==> src/sv/rfts_pkg.sv <==
`default_nettype none
package rfts_pkg;
  localparam int MaxBodyDefault = 64;
  localparam int MaxTargetsDefault = 12;

  localparam logic [31:0] HeaderReset = 32'hF4F3F2F1;
  localparam logic [31:0] TailReset = 32'hF8F7F6F5;

  typedef enum logic [2:0] {
    REG_HEADER = 3'd0,
    REG_TAIL = 3'd1,
    REG_MIN_SPEED = 3'd2,
    REG_MIN_QUALITY = 3'd3,
    REG_APPROACH = 3'd4
  } reg_idx_t;

  typedef enum logic [3:0] {
    PS_H0, PS_H1, PS_H2, PS_H3, PS_L0, PS_L1, PS_BODY,
    PS_T0, PS_T1, PS_T2, PS_T3, PS_DIV, PS_OUT
  } parse_state_t;

  localparam logic [1:0] StatusTrack = 2'd0;
  localparam logic [1:0] StatusNoTrack = 2'd1;
  localparam logic [1:0] StatusTailBad = 2'd2;

  // handshake between parser and divider
  typedef struct packed {
    logic       start;
    logic [13:0] dividend;
    logic [7:0] divisor;
  } div_req_t;

  typedef struct packed {
    logic        done;
    logic [13:0] quotient;
  } div_rsp_t;
endpackage
`default_nettype wire

==> src/sv/rfts_divider.sv <==
`default_nettype none
// Restoring divider, one quotient bit per cycle, shared shift/subtract unit.
module rfts_divider (
  input  wire logic              clk,
  input  wire logic              rst,
  input  wire rfts_pkg::div_req_t req,
  output rfts_pkg::div_rsp_t     rsp
);
  localparam int QW = 14;

  logic [QW-1:0] quo;
  logic [8:0]    rem;
  logic [7:0]    dvs;
  logic [3:0]    cnt;
  logic          busy;
  logic          done_q;
  logic [8:0]    trial;
  logic [9:0]    diff;

  always_comb begin
    trial = {rem[7:0], quo[QW-1]};
    diff = {1'b0, trial} - {2'b00, dvs};
  end

  always_ff @(posedge clk) begin
    if (rst) begin
      busy <= 1'b0;
      cnt <= '0;
      done_q <= 1'b0;
    end else begin
      done_q <= 1'b0;
      if (req.start) begin
        busy <= 1'b1;
        cnt <= 4'(QW - 1);
      end else if (busy) begin
        if (cnt == '0) begin
          busy <= 1'b0;
          done_q <= 1'b1;
        end
        cnt <= cnt - 4'd1;
      end
    end
  end

  // shift one dividend bit in per cycle
  always_ff @(posedge clk) begin
    if (req.start) begin
      quo <= req.dividend;
      rem <= '0;
      dvs <= req.divisor;
    end else if (busy) begin
      if (!diff[9]) begin
        rem <= diff[8:0];
        quo <= {quo[QW-2:0], 1'b1};
      end else begin
        rem <= trial;
        quo <= {quo[QW-2:0], 1'b0};
      end
    end
  end

  assign rsp = {done_q, quo};

  a_done_pulse: assert property (@(posedge clk) disable iff (rst)
    rsp.done |=> !rsp.done) else $error("done held");
  a_start_idle: assert property (@(posedge clk) disable iff (rst)
    req.start |=> busy) else $error("start lost");
  a_done_from_busy: assert property (@(posedge clk) disable iff (rst)
    rsp.done |-> $past(busy)) else $error("done without work");
endmodule
`default_nettype wire

==> src/sv/radar_frame_target_selector_core.sv <==
// Timing: a frame result shows in the cycle after the last tail byte is taken,
// or, when the time to collision is divided out, after the divider's load,
// 14 restoring divide steps and the output register.
// Throughput: one byte per cycle inside a frame; after a frame end the next
// byte waits until the result is taken, and also through the divide if there is one.
// Reset (rst, synchronous, high): header hunt, tracks cleared, registers to defaults.
`default_nettype none
module radar_frame_target_selector_core #(
  parameter int MAX_BODY = rfts_pkg::MaxBodyDefault,
  parameter int MAX_TARGETS = rfts_pkg::MaxTargetsDefault
) (
  input  wire logic        clk,
  input  wire logic        rst,
  input  wire logic        in_valid,
  output logic             in_stall,
  input  wire logic [7:0]  rx_byte,
  output logic             out_valid,
  input  wire logic        out_stall,
  output logic [1:0]       frame_status,
  output logic             alarm_bit,
  output logic             is_approaching,
  output logic [7:0]       range_m,
  output logic [7:0]       velocity_kmh,
  output logic signed [7:0] bearing_deg,
  output logic [7:0]       quality,
  output logic             ttc_known,
  output logic [13:0]      ttc_tenths,
  input  wire logic        cfg_valid,
  output logic             cfg_ready,
  input  wire logic [2:0]  cfg_index,
  input  wire logic [31:0] cfg_data
);
  localparam logic [6:0] MaxBody = 7'(MAX_BODY);
  localparam logic [3:0] MaxTgt = 4'(MAX_TARGETS);

  rfts_pkg::parse_state_t state, state_next;
  logic [31:0] header_word, tail_word;
  logic [7:0]  min_speed, min_quality, approach_code;
  logic [7:0]  length_low;
  logic [6:0]  expected_length, bytes_taken;
  logic [3:0]  target_count;
  logic        frame_alarm_flag;
  logic [2:0]  fld;
  logic [3:0]  rec_idx;
  logic [15:0] cur_target;
  logic [32:0] best_track;
  logic [33:0] near_track;
  logic        acc;
  logic [7:0]  hdr_b, tail_b;
  rfts_pkg::div_req_t dreq;
  rfts_pkg::div_rsp_t drsp;

  assign cfg_ready = 1'b1;
  assign acc = in_valid && !in_stall;
  assign in_stall = !(state <= rfts_pkg::PS_T3) || out_valid;

  // config registers
  always_ff @(posedge clk) begin
    if (rst) begin
      header_word <= rfts_pkg::HeaderReset;
      tail_word <= rfts_pkg::TailReset;
      min_speed <= 8'd1;
      min_quality <= 8'd0;
      approach_code <= 8'd1;
    end else if (cfg_valid) begin
      unique case (cfg_index)
        rfts_pkg::REG_HEADER: header_word <= cfg_data;
        rfts_pkg::REG_TAIL: tail_word <= cfg_data;
        rfts_pkg::REG_MIN_SPEED: min_speed <= cfg_data[7:0];
        rfts_pkg::REG_MIN_QUALITY: min_quality <= cfg_data[7:0];
        rfts_pkg::REG_APPROACH: approach_code <= cfg_data[7:0];
        default: ;
      endcase
    end
  end

  always_comb begin
    unique case (state)
      rfts_pkg::PS_H0: hdr_b = header_word[31:24];
      rfts_pkg::PS_H1: hdr_b = header_word[23:16];
      rfts_pkg::PS_H2: hdr_b = header_word[15:8];
      default: hdr_b = header_word[7:0];
    endcase
    unique case (state)
      rfts_pkg::PS_T0: tail_b = tail_word[31:24];
      rfts_pkg::PS_T1: tail_b = tail_word[23:16];
      rfts_pkg::PS_T2: tail_b = tail_word[15:8];
      default: tail_b = tail_word[7:0];
    endcase
  end

  // selection on the final record byte
  logic [7:0] r_ang, r_rng, r_dir, r_spd;
  logic       r_appr, in_rec, near_upd, best_upd;
  logic       body_ok;
  always_comb begin
    r_ang = cur_target[7:0];
    r_rng = cur_target[15:8];
    in_rec = rec_idx < target_count;
    body_ok = (bytes_taken >= 7'd2) &&
      ({1'b0, bytes_taken} >= 8'd2 + 8'(target_count) * 8'd5);
  end

  // record fields: angle, range, direction held; speed arrives at fld 3
  logic [7:0] spd_q;
  logic [7:0] dir_q;
  always_comb begin
    r_dir = dir_q;
    r_spd = spd_q;
    r_appr = r_dir == approach_code;
    near_upd = !near_track[33] || (r_rng < near_track[15:8]);
    best_upd = r_appr && (r_spd >= min_speed) && (rx_byte >= min_quality) &&
      (!best_track[32] || (r_rng < best_track[15:8]));
  end

  logic [31:0] packed_t;
  assign packed_t = {rx_byte, r_spd, r_rng, r_ang};

  // chosen track at frame end
  logic        have, sel_appr, ttc_ok;
  logic [31:0] sel_t;
  always_comb begin
    have = 1'b0; sel_appr = 1'b0; ttc_ok = 1'b0; sel_t = '0;
    if (body_ok) begin
      if (best_track[32]) begin
        have = 1'b1; sel_appr = 1'b1; ttc_ok = 1'b1; sel_t = best_track[31:0];
      end else if (frame_alarm_flag && near_track[33]) begin
        have = 1'b1; sel_appr = near_track[32]; sel_t = near_track[31:0];
      end
    end
  end

  always_comb begin
    state_next = state;
    dreq.start = 1'b0;
    dreq.dividend = 14'(sel_t[15:8]) * 14'd36;
    dreq.divisor = sel_t[23:16];
    unique case (state)
      rfts_pkg::PS_H0, rfts_pkg::PS_H1, rfts_pkg::PS_H2, rfts_pkg::PS_H3:
        if (acc) state_next = (rx_byte == hdr_b) ?
          rfts_pkg::parse_state_t'(state + 4'd1) : rfts_pkg::PS_H0;
      rfts_pkg::PS_L0: if (acc) state_next = rfts_pkg::PS_L1;
      rfts_pkg::PS_L1:
        if (acc) begin
          if (rx_byte != 8'd0 || length_low > 8'(MaxBody))
            state_next = rfts_pkg::PS_H0;
          else if (length_low == 8'd0) state_next = rfts_pkg::PS_T0;
          else state_next = rfts_pkg::PS_BODY;
        end
      rfts_pkg::PS_BODY:
        if (acc && (bytes_taken + 7'd1 >= expected_length))
          state_next = rfts_pkg::PS_T0;
      rfts_pkg::PS_T0, rfts_pkg::PS_T1, rfts_pkg::PS_T2:
        if (acc) state_next = (rx_byte == tail_b) ?
          rfts_pkg::parse_state_t'(state + 4'd1) : rfts_pkg::PS_H0;
      rfts_pkg::PS_T3:
        if (acc) begin
          if (rx_byte == tail_b && have && ttc_ok && sel_t[23:16] != 8'd0) begin
            state_next = rfts_pkg::PS_DIV;
            dreq.start = 1'b1;
          end else state_next = rfts_pkg::PS_H0;
        end
      rfts_pkg::PS_DIV: if (drsp.done) state_next = rfts_pkg::PS_OUT;
      rfts_pkg::PS_OUT: if (!out_stall) state_next = rfts_pkg::PS_H0;
      default: state_next = rfts_pkg::PS_H0;
    endcase
  end

  always_ff @(posedge clk) begin
    if (rst) state <= rfts_pkg::PS_H0;
    else state <= state_next;
  end

  // frame bookkeeping
  always_ff @(posedge clk) begin
    if (rst) begin
      length_low <= '0; expected_length <= '0; bytes_taken <= '0;
      target_count <= '0; frame_alarm_flag <= 1'b0; fld <= '0; rec_idx <= '0;
      cur_target <= '0; spd_q <= '0; dir_q <= '0;
      best_track <= '0; near_track <= '0;
    end else if (acc) begin
      if (state == rfts_pkg::PS_L0) length_low <= rx_byte;
      if (state == rfts_pkg::PS_L1) begin
        bytes_taken <= '0; target_count <= '0; frame_alarm_flag <= 1'b0;
        cur_target <= '0; best_track <= '0; near_track <= '0;
        fld <= '0; rec_idx <= '0;
        expected_length <= (rx_byte != 8'd0 || length_low > 8'(MaxBody)) ?
          7'd0 : length_low[6:0];
      end
      if (state == rfts_pkg::PS_BODY) begin
        bytes_taken <= bytes_taken + 7'd1;
        if (bytes_taken == 7'd0)
          target_count <= (rx_byte > 8'(MaxTgt)) ? MaxTgt : rx_byte[3:0];
        else if (bytes_taken == 7'd1)
          frame_alarm_flag <= rx_byte == 8'd1;
        else begin
          fld <= (fld == 3'd4) ? 3'd0 : fld + 3'd1;
          if (fld == 3'd4 && rec_idx != 4'hF) rec_idx <= rec_idx + 4'd1;
          if (in_rec) begin
            unique case (fld)
              3'd0: cur_target[7:0] <= rx_byte;
              3'd1: cur_target[15:8] <= rx_byte;
              3'd2: dir_q <= rx_byte;
              3'd3: spd_q <= rx_byte;
              default: begin
                if (near_upd) near_track <= {1'b1, r_appr, packed_t};
                if (best_upd) best_track <= {1'b1, packed_t};
              end
            endcase
          end
        end
      end
    end
  end

  rfts_divider u_div (.clk(clk), .rst(rst), .req(dreq), .rsp(drsp));

  // output register
  always_ff @(posedge clk) begin
    if (rst) out_valid <= 1'b0;
    else if (out_valid && !out_stall) out_valid <= 1'b0;
    else if (drsp.done) out_valid <= 1'b1;
    else if (acc && state >= rfts_pkg::PS_T0 && state <= rfts_pkg::PS_T3 &&
             (rx_byte != tail_b || state == rfts_pkg::PS_T3) &&
             state_next != rfts_pkg::PS_DIV)
      out_valid <= 1'b1;
  end

  // result fields: tail mismatch, no track, or chosen track; the divider quotient sets the time to collision
  always_ff @(posedge clk) begin
    if (drsp.done) begin
      ttc_known <= 1'b1;
      ttc_tenths <= drsp.quotient;
    end else if (acc && state >= rfts_pkg::PS_T0 && state <= rfts_pkg::PS_T3) begin
      ttc_known <= 1'b0;
      ttc_tenths <= '0;
      if (rx_byte != tail_b) begin
        frame_status <= rfts_pkg::StatusTailBad;
        alarm_bit <= 1'b0; is_approaching <= 1'b0; range_m <= '0;
        velocity_kmh <= '0; bearing_deg <= '0; quality <= '0;
      end else if (!have) begin
        frame_status <= rfts_pkg::StatusNoTrack;
        alarm_bit <= frame_alarm_flag;
        is_approaching <= 1'b0; range_m <= '0; velocity_kmh <= '0;
        bearing_deg <= '0; quality <= '0;
      end else begin
        frame_status <= rfts_pkg::StatusTrack;
        alarm_bit <= frame_alarm_flag;
        is_approaching <= sel_appr;
        range_m <= sel_t[15:8];
        velocity_kmh <= sel_t[23:16];
        bearing_deg <= sel_t[7:0] ^ 8'h80;
        quality <= sel_t[31:24];
      end
    end
  end

  a_no_accept_busy: assert property (@(posedge clk) disable iff (rst)
    (state == rfts_pkg::PS_DIV) |-> in_stall) else $error("byte taken while dividing");
  a_div_out: assert property (@(posedge clk) disable iff (rst)
    drsp.done |=> out_valid && ttc_known) else $error("quotient not shown");
  a_best_appr: assert property (@(posedge clk) disable iff (rst)
    (best_track[32] && near_track[33]) |-> near_track[15:8] <= best_track[15:8])
    else $error("near track farther than best");
endmodule
`default_nettype wire

==> config.mk <==
export PLATFORM = sky130hd
export DESIGN_NAME = radar_frame_target_selector_core
export DESIGN_NICKNAME = d
export VERILOG_FILES = /design/src/sv/rfts_pkg.sv /design/src/sv/rfts_divider.sv /design/src/sv/radar_frame_target_selector_core.sv
export SDC_FILE = /design/constraint.sdc
export NUM_CORES = 1
export LEC_CHECK = 0
export BUFFER_PORTS_ARGS = -buffer_cell sky130_fd_sc_hd__buf_2
export CAP_MARGIN = 20
export CORE_MARGIN = 2
export CORE_UTILIZATION = 40
export CTS_CLUSTER_DIAMETER = 200
export DETAILED_ROUTE_END_ITERATION = 12
export GPL_ROUTABILITY_DRIVEN = 0
export SYNTH_ARGS = -nofsm -noshare
export SYNTH_HDL_FRONTEND = slang
export SYNTH_HIERARCHICAL = 1
export SYNTH_SLANG_ARGS = --single-unit
==> constraint.sdc <==
create_clock -name clk -period 10.32 [get_ports clk]
set_input_delay 3.096 -clock clk [delete_from_list [all_inputs] [get_ports clk]]
set_output_delay 3.096 -clock clk [all_outputs]
set_load 0.05 [all_outputs]
==> results.toml <==
[cells_and_area]
area_growth_pct = 13.9
finish.utilization_pct = 46.5
instances_no_fill = 2331
layout.nets = 1930
drive_gt1_share_pct = 12.9

[synth]
synth_top_area_cell = "dfxtp_1"
seq_area_frac_synth_pct = 45.2
yosys-top-cells-area = "dfxtp_1 (31%), edfxtp_1 (14%), ha_1 (7.1%), nand2_1 (6.3%), a21oi_1 (4.1%)"
synth_area_um2 = 15500
synth_warnings = 6
synthArstFlopShare_pct = 0
postSynthAreaPerCell_um2 = 8.86
syn-instance-count = 1745
synth_top_area_share_pct = 31.2
synth_most_common_cell = "nand2_1"
synth_flop_cell = "dfxtp_1"
synth_seq_cells = 313
ys_types = 82
netlist_top_cells_count = "nand2_1 (260), dfxtp_1 (241), nor2_1 (161)"
synth_edf_count = 72

[worst_setup_path]
crit_required_ps = 10780
cp-start-kind = "input port"
rrSetupSlack_ps = 4510
end_kind = "flop"
crit_slowest_cell = "and2_1"
r2r_end = "u_div/quo[12]$_DFFE_PP_"
crit_chain = "buf_2, nor2b_1, and2_1, and3_1, nand2_1, nor2_2, o311ai_4, buf_4, or2_2, a21oi_1"
crit-reg2reg-launch = "target_count[1]$_SDFFE_PP0P_"
crit_start = "in_valid"
max_stage_delay_ps = 480
arrival_ps = 6400
critPathKind = "input port to flop"
ff2ff_path_depth = 21
cp_max_fo = 45

[cts]
cts_sinks = 313
cts_tree = "done"
hold_buffers = 0
clk_pin_slew_ps = 60
clock_latency_ps = 540
h-tree-depth = 2
cts_resized = 0
ctsLongestPathBuffers = 3
root_buffer = "clkbuf_16"
post_cts_buffers = 0
numCtsBuffers = 36

[global_route]
grt_pass1_vias = 12169
antenna_found_initial = 1
track_usage_pct = 20.1
grt_pass1_wl_um = 65500
grt_max_degree = 79
overflow = 0

[timing]
hold-worst-slack_ps = 446
tns_ps = 0
slew_viol_final = 0
min_period_ps = 5950
post-route-period-util_pct = 57.6
relSlewSlack_pct = 30.9
rsz0062_at_grt = "no"
worstMarginPinSlew_ps = 1030
max_freq_mhz = 168
setup_viol = 0
skew_ps = 15.7
hold_viol = 0
fin_ws_ps = 4370

[placed_design]
place_ws_ps = 3860
place_hpwl_um = 27200
dp_cells = 2264
io_buffers = 100

[routing]
drtIter0Drc = 748
drc = 0
routed-via-count = 12618
viasPerCell = 5.41
wire_per_inst_um = 17.4
antenna_left = 0
dr.pass1.iters = 7
drt_wl_total_um = 40600

[floorplanning]
coreArea_um2 = 37800
die_h_um = 201
fp.dieArea_um2 = 40200
ios = 102
die_w_um = 201
std_cell_rows = 71
start_util_pct = 40.8

[power_and_ir_drop]
p_per_area_nw_per_um2 = 154
leakagePower_nw = 6.75
ir_drop_uv = 140

[status]
status = "complete, no violations"

[hold_path]
hold_end = "ttc_known$_SDFFE_PP1P_"
min_path_cells = 2
min_path_type = "flop to flop"
min_from = "ttc_known$_SDFFE_PP1P_"

[job]
cap_violations = 0
[power by group]
group	switching (mW)	internal [mW]
registers	0.00628	1.26
logic	0.0741	0.0332
clock network	0.515	0.821
total	0.595	2.11
[how the worst max path moves through the flow]
stage / slack (ps) / to / depth (start not counted)
after floorplan: 3600 / u_div/quo[10]$_DFFE_PP_ / 8
after global placement: 3970 / near_track[21]$_SDFFE_PP0P_ / 10
after detailed placement: 3860 / near_track[5]$_SDFFE_PP0P_ / 10
after CTS: 4400 / near_track[5]$_SDFFE_PP0P_ / 10
after global routing: 4070 / u_div/quo[12]$_DFFE_PP_ / 21
final: 4370 / near_track[21]$_SDFFE_PP0P_ / 10
[flip-flops by register name (all words and copies together), names as in the netlist, 14 cells and up]
name / flops
best_track: 33
header_word: 32
ttc_tenths: 14
u_div/quo: 14
tail_word: 32
cur_target: 16
near_track: 34
[cell families (layout without fill, tap and decap cells)]
| logic type | count (synthesis) | in the layout | share of synthesized area (%) |
|---|---|---|---|
| simple gates | 681 | 681 | 20.5 |
| compound gates | 374 | 374 | 16.6 |
| flops | 313 | 313 | 45.2 |
| buf+inv | 207 | 280 | 5.34 |
| fa+ha+maj | 90 | 90 | 7.38 |
| mux | 43 | 43 | 2.91 |
| xor+xnor | 35 | 35 | 1.98 |
| other cells | 2 | 4 | 0.0486 |
[cell type report]
type | count | area (µm²)
antenna | 1 | 2.50
clock buffer | 54 | 1110
clock inverter | 11 | 140
fill | 3779 | 20300
inverter | 99 | 372
multi-input combinational | 1226 | 7700
sequential | 313 | 6990
tap | 511 | 639
timing repair buffer | 116 | 641
[metal layers]
| metal | share of wire (%) | vias up | GRT usage, % |
|---|---|---|---|
| li1 | - | 6216 | - |
| met1 | 46 | 6017 | 26.9 |
| met2 | 46 | 327 | 33.3 |
| met3 | 5.3 | 58 | 3.25 |
| met4 | 2.0 | 0 | 5.95 |
| met5 | 0 | - | 0 |
[through the flow]
step,power [mW],instance area (µm²)
6_report,2.71,17600
5_1_grt,2.80,17600
4_1_cts,2.74,17600
3_5_place_dp,1.40,16300
3_3_place_gp,1.40,16300
2_1_floorplan,1.35,15500
[critical path: cells and delay by family]
kind,cells,cell delay (ps)
AND/OR/NAND/NOR,6,2440
buffers and inverters,2,430
AO/OA/AOI/OAI,2,400
[layout by cell type, fill, tap and decap left out, types with 22 or more instances in the layout]
cell | netlist | layout
a21o_1 | 24 | 24
a21oi_1 | 126 | 126
a22o_1 | 41 | 41
a22oi_1 | 51 | 51
and2_1 | 24 | 24
buf_2 | 12 | 99
clkbuf_16 | 0 | 38
dfxtp_1 | 241 | 241
edfxtp_1 | 72 | 72
ha_1 | 88 | 88
inv_1 | 98 | 98
mux2i_1 | 27 | 27
nand2_1 | 260 | 260
nand3_1 | 98 | 98
nor2_1 | 161 | 158
nor3_1 | 22 | 22
o21ai_0 | 27 | 27
Power figures use the tool's default switching activity.
